**src/rpd_pkg.sv**
```systemverilog
// Shared constants, types and helpers for the packet deframer.
// Used by every module of the block; depends on nothing.
package rpd_pkg;

    localparam logic [7:0]  START_MARK    = 8'h24;   // '$'
    localparam logic [7:0]  END_MARK      = 8'h23;   // '#'
    localparam logic [7:0]  ACK_GOOD      = 8'h2B;   // '+'
    localparam logic [7:0]  ACK_BAD       = 8'h2D;   // '-'
    localparam logic [15:0] MAX_LEN_RESET = 16'd4096;

    localparam int OUT_TDATA_W = 24;
    localparam int OUT_TUSER_W = 2;

    typedef enum logic [3:0] {
        PH_WAIT = 4'b0001,
        PH_BODY = 4'b0010,
        PH_HIGH = 4'b0100,
        PH_LOW  = 4'b1000
    } t_phase;

    typedef struct packed {
        logic       payload_valid;
        logic [7:0] payload_byte;
        logic       packet_restart;
        logic       packet_good;
        logic       packet_bad;
        logic       overrun;
        logic       ack_valid;
        logic [7:0] ack_byte;
    } t_result;

    // ASCII hex digit to value; anything else reads as zero.
    function automatic logic [3:0] hex_value(input logic [7:0] c);
        logic [3:0] v;
        v = 4'd0;
        if (c >= 8'h30 && c <= 8'h39) begin
            v = c[3:0];
        end else if ((c >= 8'h61 && c <= 8'h66) || (c >= 8'h41 && c <= 8'h46)) begin
            v = c[3:0] + 4'd9;
        end
        return v;
    endfunction

endpackage

```
**src/rpd_parser.sv**
```systemverilog
// Framing state machine: phase, running checksum, high digit and payload count.
// Builds one result per byte combinationally. Depends on rpd_pkg.
module rpd_parser (
    input  logic              i_clk,
    input  logic              i_rst_n,
    input  logic              i_adv,
    input  logic [7:0]        i_byte,
    input  logic [15:0]       i_max_len,
    output rpd_pkg::t_result  o_result
);

    rpd_pkg::t_phase  r_phase, n_phase;
    logic [7:0]       r_sum, n_sum;
    logic [3:0]       r_high, n_high;
    logic [15:0]      r_count, n_count;
    logic [16:0]      w_count_inc;
    logic [7:0]       w_sent;
    rpd_pkg::t_result w_res;

    assign w_count_inc = {1'b0, r_count} + 17'd1;
    assign w_sent      = {r_high, rpd_pkg::hex_value(i_byte)};

    always_comb begin
        n_phase = r_phase;
        n_sum   = r_sum;
        n_high  = r_high;
        n_count = r_count;
        w_res   = '0;
        unique case (r_phase)
            rpd_pkg::PH_WAIT: begin
                if (i_byte == rpd_pkg::START_MARK) begin
                    n_sum              = 8'd0;
                    n_high             = 4'd0;
                    n_count            = 16'd0;
                    n_phase            = rpd_pkg::PH_BODY;
                    w_res.packet_restart = 1'b1;
                end
            end
            rpd_pkg::PH_BODY: begin
                if (i_byte == rpd_pkg::START_MARK) begin
                    n_sum              = 8'd0;
                    n_high             = 4'd0;
                    n_count            = 16'd0;
                    w_res.packet_restart = 1'b1;
                end else if (i_byte == rpd_pkg::END_MARK) begin
                    n_phase = rpd_pkg::PH_HIGH;
                end else begin
                    w_res.payload_valid = 1'b1;
                    w_res.payload_byte  = i_byte;
                    n_sum               = r_sum + i_byte;
                    // limit reached: pass the byte, flag overrun, drop the packet
                    if (w_count_inc >= {1'b0, i_max_len}) begin
                        w_res.overrun = 1'b1;
                        n_sum         = 8'd0;
                        n_high        = 4'd0;
                        n_count       = 16'd0;
                        n_phase       = rpd_pkg::PH_WAIT;
                    end else begin
                        n_count = w_count_inc[15:0];
                    end
                end
            end
            rpd_pkg::PH_HIGH: begin
                n_high  = rpd_pkg::hex_value(i_byte);
                n_phase = rpd_pkg::PH_LOW;
            end
            rpd_pkg::PH_LOW: begin
                w_res.ack_valid = 1'b1;
                if (w_sent == r_sum) begin
                    w_res.packet_good = 1'b1;
                    w_res.ack_byte    = rpd_pkg::ACK_GOOD;
                end else begin
                    w_res.packet_bad = 1'b1;
                    w_res.ack_byte   = rpd_pkg::ACK_BAD;
                end
                n_sum   = 8'd0;
                n_high  = 4'd0;
                n_count = 16'd0;
                n_phase = rpd_pkg::PH_WAIT;
            end
            default: begin
                n_phase = rpd_pkg::PH_WAIT;
            end
        endcase
    end

    assign o_result = w_res;

    always_ff @(posedge i_clk) begin
        if (!i_rst_n) begin
            r_phase <= rpd_pkg::PH_WAIT;
            r_sum   <= 8'd0;
            r_high  <= 4'd0;
            r_count <= 16'd0;
        end else if (i_adv) begin
            r_phase <= n_phase;
            r_sum   <= n_sum;
            r_high  <= n_high;
            r_count <= n_count;
        end
    end

endmodule

```
**src/rpd_out_reg.sv**
```systemverilog
// Result register of the deframer: holds one result until the sink takes it.
// Depends on rpd_pkg.
module rpd_out_reg (
    input  logic             i_clk,
    input  logic             i_rst_n,
    input  logic             i_load,
    input  rpd_pkg::t_result i_result,
    input  logic             i_tready,
    output logic             o_tvalid,
    output logic             o_free,
    output rpd_pkg::t_result o_result
);

    logic             r_valid;
    rpd_pkg::t_result r_result;

    assign o_free   = !r_valid || i_tready;
    assign o_tvalid = r_valid;
    assign o_result = r_result;

    always_ff @(posedge i_clk) begin
        if (!i_rst_n) begin
            r_valid <= 1'b0;
        end else if (i_load) begin
            r_valid <= 1'b1;
        end else if (i_tready) begin
            r_valid <= 1'b0;
        end
    end

    always_ff @(posedge i_clk) begin
        if (i_load) begin
            r_result <= i_result;
        end
    end

endmodule

```
**src/rsp_packet_deframer_core.sv**
```systemverilog
// Packet deframer top level: input register, framing parser, result register.
// Input byte and result are registered; 1 byte per cycle unless output stalls.
// Sync active-low reset clears the pipeline, returns to waiting for '$' and
// sets max_payload_len to 4096. Depends on rpd_pkg, rpd_parser, rpd_out_reg.
module rsp_packet_deframer_core (
    input  logic        i_clk,
    input  logic        i_rst_n,
    input  logic        i_s_axis_tvalid,
    output logic        o_s_axis_tready,
    input  logic [7:0]  i_s_axis_tdata,   // [7:0] rx_byte
    output logic        o_m_axis_tvalid,
    input  logic        i_m_axis_tready,
    // [7:0] payload_byte, [8] packet_restart, [9] packet_good, [10] packet_bad,
    // [11] overrun, [19:12] ack_byte, [23:20] zero
    output logic [rpd_pkg::OUT_TDATA_W-1:0] o_m_axis_tdata,
    // [0] payload_valid, [1] ack_valid
    output logic [rpd_pkg::OUT_TUSER_W-1:0] o_m_axis_tuser,
    input  logic        i_cfg_valid,
    output logic        o_cfg_ready,
    input  logic [15:0] i_cfg_data    // max_payload_len
);

    logic             r_in_valid;
    logic [7:0]       r_in_byte;
    logic [15:0]      r_max_len;
    logic             w_out_free;
    logic             w_adv;
    rpd_pkg::t_result w_res;
    rpd_pkg::t_result w_out;

    assign w_adv           = r_in_valid && w_out_free;
    assign o_s_axis_tready = !r_in_valid || w_adv;
    assign o_cfg_ready     = 1'b1;

    always_ff @(posedge i_clk) begin
        if (!i_rst_n) begin
            r_in_valid <= 1'b0;
            r_max_len  <= rpd_pkg::MAX_LEN_RESET;
        end else begin
            if (o_s_axis_tready) begin
                r_in_valid <= i_s_axis_tvalid;
            end
            if (i_cfg_valid) begin
                r_max_len <= i_cfg_data;
            end
        end
    end

    always_ff @(posedge i_clk) begin
        if (o_s_axis_tready && i_s_axis_tvalid) begin
            r_in_byte <= i_s_axis_tdata;
        end
    end

    rpd_parser u_parser (
        .i_clk     (i_clk),
        .i_rst_n   (i_rst_n),
        .i_adv     (w_adv),
        .i_byte    (r_in_byte),
        .i_max_len (r_max_len),
        .o_result  (w_res)
    );

    rpd_out_reg u_out (
        .i_clk    (i_clk),
        .i_rst_n  (i_rst_n),
        .i_load   (w_adv),
        .i_result (w_res),
        .i_tready (i_m_axis_tready),
        .o_tvalid (o_m_axis_tvalid),
        .o_free   (w_out_free),
        .o_result (w_out)
    );

    assign o_m_axis_tdata = {4'd0, w_out.ack_byte, w_out.overrun, w_out.packet_bad,
                             w_out.packet_good, w_out.packet_restart, w_out.payload_byte};
    assign o_m_axis_tuser = {w_out.ack_valid, w_out.payload_valid};

endmodule

```
**config.mk**
```make
export PLATFORM = sky130hd
export DESIGN_NAME = rsp_packet_deframer_core
export DESIGN_NICKNAME = d
export VERILOG_FILES = /design/src/rpd_pkg.sv /design/src/rpd_parser.sv /design/src/rpd_out_reg.sv /design/src/rsp_packet_deframer_core.sv
export SDC_FILE = /design/constraint.sdc
export NUM_CORES = 1
export LEC_CHECK = 0
export BUFFER_PORTS_ARGS = -buffer_cell sky130_fd_sc_hd__buf_2
export CORE_UTILIZATION = 30
export CTS_CLUSTER_DIAMETER = 150
export DETAILED_ROUTE_END_ITERATION = 8
export PLACE_DENSITY = 0.59
export REMOVE_ABC_BUFFERS = 1
export SYNTH_ARGS = -nofsm -noshare
export SYNTH_HDL_FRONTEND = slang
export SYNTH_SLANG_ARGS = --single-unit
```
**constraint.sdc**
```tcl
create_clock -name i_clk -period 9.6 [get_ports i_clk]
set_input_delay 0.48 -clock i_clk [delete_from_list [all_inputs] [get_ports i_clk]]
set_output_delay 0.48 -clock i_clk [all_outputs]
set_load 0.05 [all_outputs]
```
# Word level (Yosys, flattened, before mapping)
# Index checks and enable logic that the tools add are counted.
[classes] add_sub_neg=3 n_lt_le_gt_ge=7 n_eq_ne=12 n_mux=31 bitwise_logic=1 n_reduce_logical=19
[ops] cell="$mux W16" count=4
[ops] cell="$pmux W16 S3" count=1
[ops] cell="$mux W4" count=10
[ops] cell="$mux W8" count=4
[ops] cell="$pmux W8 S3" count=1
[ops] cell="$mux W9" count=2
[ops] cell="$add A16 B1 Y17 const B" count=1
[ops] cell="$ge A17 B16 Y1" count=1
[ops] cell="$eq A8 B6 Y1 const B" count=2
[ops] cell="$ge A8 B7 Y1 const B" count=2
[ops] cell="$le A8 B7 Y1 const B" count=2
[ops] cell="$pmux W4 S4" count=1
[ops] cell="$pmux W4 S3" count=1
[ops] cell="$add A8 B8 Y8" count=1
[ops] cell="$eq A8 B8 Y1" count=1
[ops] cell="$ge A8 B6 Y1 const B" count=1
[ops] cell="$le A8 B6 Y1 const B" count=1
[ops] cell="$reduce_and A4 Y1" count=2
[ops] cell="$mux W1" count=6
[ops] cell="$ne A3 B1 Y1 const B" count=2
[ops] cell="$logic_and A1 B1 Y1" count=5
[ops] cell="$reduce_and A5 Y1" count=1
[ops] cell="$add A4 B4 Y4 const B" count=1
[ops] cell="$eq A4 B1 Y1 const B" count=1
[ops] cell="15 further kinds" count=19
[totals] ff_bits=80 out_inout_bits=29 wordCells=89

# Depth between registers and ports, before layout
[depth] ltp_word=8 mapped_depth=16 mapped_depth_nobuf=13

# Hierarchy
# From an unflattened synthesis, not the netlist that was laid out.
[unflattened] cells_unflattened=498 area_unflattened_um2=4759.6
[by_module_without_submodules] mod="rpd_parser" instances=1 cells_per_inst=400 area_each_um2=3101.7 seq_area_each_um2=640.6
[by_module_without_submodules] mod="rsp_packet_deframer_core" instances=1 cells_per_inst=72 area_each_um2=948.4 seq_area_each_um2=580.6
[by_module_without_submodules] mod="rpd_out_reg" instances=1 cells_per_inst=26 area_each_um2=709.4 seq_area_each_um2=680.7

# Least setup slack after synthesis
# No wires, ideal clock.
[synth_timing] kind="register to register" startpoint="register u_parser.r_count[0]" endpoint="register u_parser.r_phase[0]" setup_time_ns=0.120 arrival_time_ns=3.126 t_required_ns=9.480 path_slack_ns=6.354 path_stages_with_launch=14 cell_sequence="dfxtp_1 ha_1 nand3_1 or3_1 buf_2 nand2b_1 xnor2_1 ha_1 a21o_1 a21oi_1 o31ai_4 a2111oi_1 a21oi_2 a211o_1"
[synth_between] elab_chain_cells=4
[synth_lines] item="start, declared" line="rpd_parser.sv:15" text="logic [15:0] r_count, n_count;"
[synth_lines] item="start signal, assigned" line="rpd_parser.sv:99" text="r_count <= n_count;"
[synth_lines] item="$add A16 B1 Y17" line="rpd_parser.sv:20" text="assign w_count_inc = {1'b0, r_count} + 17'd1;"
[synth_lines] item="$ge A17 B16 Y1" line="rpd_parser.sv:52" text="if (w_count_inc >= {1'b0, i_max_len}) begin"
[synth_lines] item="$ne A3 B1 Y1 (no source line)"
[synth_lines] item="$reduce_and A4 Y1 (no source line)"
[synth_lines] item="end signal, assigned" line="rpd_parser.sv:91" text="r_phase <= rpd_pkg::PH_WAIT;"
[synth_lines] item="end signal, assigned" line="rpd_parser.sv:96" text="r_phase <= n_phase;"
[synth_lines] item="end, declared" line="rpd_parser.sv:12" text="rpd_pkg::t_phase r_phase, n_phase;"
# Every way passes these cells.
# A chain may end at the register's enable or synchronous reset.

# Worst setup path after layout
[layout_timing] startpoint="register u_parser.r_count[0]" endpoint="register u_parser.r_count[9]"
[layout_between] elab_chain_cells=6
[layout_lines] item="$add A16 B1 Y17 *" line="rpd_parser.sv:20"
[layout_lines] item="$ge A17 B16 Y1" line="rpd_parser.sv:52"
[layout_lines] item="$mux W16 *" line="rpd_parser.sv:52"
[layout_lines] item="$mux W16 *" line="rpd_parser.sv:45" text="end else if (i_byte == rpd_pkg::END_MARK) begin"
[layout_lines] item="$mux W16 *" line="rpd_parser.sv:40" text="if (i_byte == rpd_pkg::START_MARK) begin"
[layout_lines] item="$pmux W16 S3 *" line="rpd_parser.sv:29" text="unique case (r_phase)"
# Every way passes the cells marked *; elsewhere a longest branch is shown, timed or not. The select of a mux whose other input is x is not followed.

==> qor.yml <==
first_global_vias: 3139
die_h_um: 122
reg2reg_from: "u_parser.r_count[0]"
grt_usage_pct: 12.6
synth-main-ff-cell: "dfxtp_1"
fin_crit_sh_pct: 44.5
clockBufferDepth: 2
ys_ff_latch: 73
synthDominantCellAreaShare_pct: 23.3
postCtsSetupBuffers: 0
final_cells: 687
worstMarginPinSlew_ns: 1.16
ios: 58
h-tree-depth: 3
peakVddDrop_uv: 78.9
yosys_warnings: 0
slew_headroom_pct: 23.0
synth_seq_area_share_pct: 39.4
cts.sinks: 73
status: "complete, no violations"
finalHoldViolCount: 0
avgViaCountPerCell: 4.93
worstPathArrival_ns: 4.52
first_iter_violations: 154
drc_errors: 0
final.setup.worst_slack_ns: 5.33
hpwl_mm: 6.53
powerDensity_nw_per_um2: 148
synthToLayoutAreaGrowth_pct: 13.0
place_ws_ns: 5.38
yosys.area.top_type: "dfxtp_1"
clkLatencyLatePin_ns: 0.33
fp.dieW_um: 122
wl_per_cell_um: 12.9
rsz0062_at_grt: "false"
fillers: 1380
critPathLaunchType: "register"
coreArea_sq_um: 13900
first_pass_iters: 5
numCtsBuffers: 9
drv_slew: 0
placed_cells: 671
nets: 560
rows: 43
r2r_slack_ns: 5.33
ctsResizeCount: 0
crit_end: "u_parser.r_count[9]"
crit_start: "u_parser.r_count[0]"
yosys.cell_types.count: 54
syn_area_per_cell_sq_um: 9.13
setup_viol: 0
final_common_cell: "dfxtp_1"
cts-hold-fix-buffers: 0
worstSetupPathType: "reg2reg"
drive_gt1_share_pct: 14.0
r2r_cells: 13
n_antenna_cell: 0
critPathCaptureType: "register"
ant_nets: 0
async_flop_share_pct: 0
finalSetupTns_ns: 0
vias: 3384
finClkSkew_ns: 0.00618
cp.required_ns: 9.85
portBuffers: 49
postSynthCellCount: 470
synth_edf_count: 23
tritoncts: "built"
worstPathMaxFanout: 32
drv_cap: 0
globalRoute.totalOverflow: 0
start_util_pct: 30.8
leakagePower_nw: 1.95
cts_root_buffer: "clkbuf_16"
cts.clk_slew.worst_paths_ns: 0.06
timing.rr.end: "u_parser.r_count[9]"
period_needed_ns: 4.27
dieArea_sq_um: 14800
grt_pass1_wl_mm: 14.6
place.gp.congestion: 0.790
grt_max_degree: 34
synth_area_leaders: "dfxtp_1, edfxtp_1, ha_1, mux2i_1, nand2_1"
clock.fmax_ghz: 0.234
syn_area_sq_um: 4290
worst_hold_path_type: "in2reg"
final_cell_mix: "dfxtp_1, buf_2, nand2_1, nand3_1"
antenna_found_initial: 0
wirelength_mm: 8.84
[power by group]
part           internal, mW  leakage (nW)  switching, mW
sequential            0.327         0.630        0.00632
combinational        0.0190          1.18         0.0403
clock                 0.200         0.140          0.123
[kinds of logic after synthesis]
family / after synthesis / share of synthesized area (%)
xor gates and xnor gates: 29 / 5.92
buffers and inverters: 63 / 7.64
muxes: 21 / 4.90
DFF: 73 / 39.4
adders and majority gates: 29 / 8.63
other: 2 / 0.175
and+or+nand+nor: 180 / 21.9
AOI/OAI and AO/OA: 73 / 11.4
[sequential cells by signal, summed over array words and instances, names as in the netlist]
| register | flops |
|---|---|
| u_parser.r_phase | 4 |
| r_in_valid | 1 |
| r_in_byte | 8 |
| u_parser.r_high | 4 |
| u_parser.r_sum | 8 |
| u_out.o_result | 15 |
| r_max_len | 16 |
| u_parser.r_count | 16 |
| u_out.o_tvalid | 1 |
[worst max-delay path, cell delays in order, from the launching register on]
cell and delay, ns:
dfxtp_1 0.40, ha_1 0.26, nand3_1 0.11, or3_1 0.50, nand2b_1 0.21, xnor2_1 0.20
ha_1 0.30, a21o_1 0.19, a21oi_1 0.25, o31ai_4 0.13, a211oi_2 0.30, and2_1 0.95
nand3_1 0.15, a31oi_1 0.22
[cells in the mapped netlist, types with 2 or more instances]
library cell / count
a21oi_2: 2
a21o_1: 6
or4b_2: 2
a21boi_1: 8
dfxtp_1: 50
inv_1: 28
a21oi_1: 18
o211ai_1: 3
a31oi_1: 10
nor2_1: 21
and3_1: 9
a21boi_0: 2
ha_1: 28
conb_1: 2
nand2_1: 48
nand3_1: 34
nor2b_1: 22
nand4_1: 6
edfxtp_1: 23
nand2b_1: 4
xnor2_1: 16
and2_1: 8
o21ai_1: 5
mux2i_1: 21
buf_4: 14
buf_2: 6
nor4_1: 3
clkbuf_1: 9
o21ai_0: 8
buf_6: 4
nor3_1: 15
xor2_1: 13
[metal layers]
metal / global-route usage (%) / wire [um]
met1: 14.9 / 3990
met2: 21.5 / 4370
met3: 2.20 / 250
met4: 6.71 / 230
met5: 0 / 0
[metrics by stage]
step                      power [mW]  utilization [%]  instance area, sq um  hold WS (ns)
after global placement         0.399             32.8                  4570         0.466
after global routing           0.741             34.8                  4850         0.317
after CTS                      0.723             34.8                  4850         0.314
after floorplan                0.380                -                  4090         0.454
after detailed placement       0.400             32.8                  4570         0.473
final                          0.716             34.8                  4850         0.324
[layout make-up]
class                           count  area, sq um  area share (%)
Tap cell                          180          225            4.64
Clock inverter                      4         45.0           0.928
Clock buffer                       12          236            4.87
Timing Repair Buffer               50          253            5.21
Inverter                           28          105            2.17
Multi-Input combinational cell    340         2300            47.3
Sequential cell                    73         1690            34.9
[how the worst min path moves through the flow]
| stage | end | start | cells past startpoint | slack [ns] |
|---|---|---|---|---|
| global placement | u_parser.r_sum[7] | u_parser.r_sum[7] | 2 | 0.47 |
| floorplan | u_parser.r_sum[7] | u_parser.r_sum[7] | 2 | 0.45 |
| finish | r_in_byte[1] | i_s_axis_tdata[1] | 1 | 0.32 |
| detailed placement | u_parser.r_sum[7] | u_parser.r_sum[7] | 2 | 0.47 |
| global route | r_in_byte[7] | i_s_axis_tdata[7] | 1 | 0.32 |
| CTS | r_in_byte[4] | i_s_axis_tdata[4] | 1 | 0.31 |
Power figures use the tool's default switching activity.
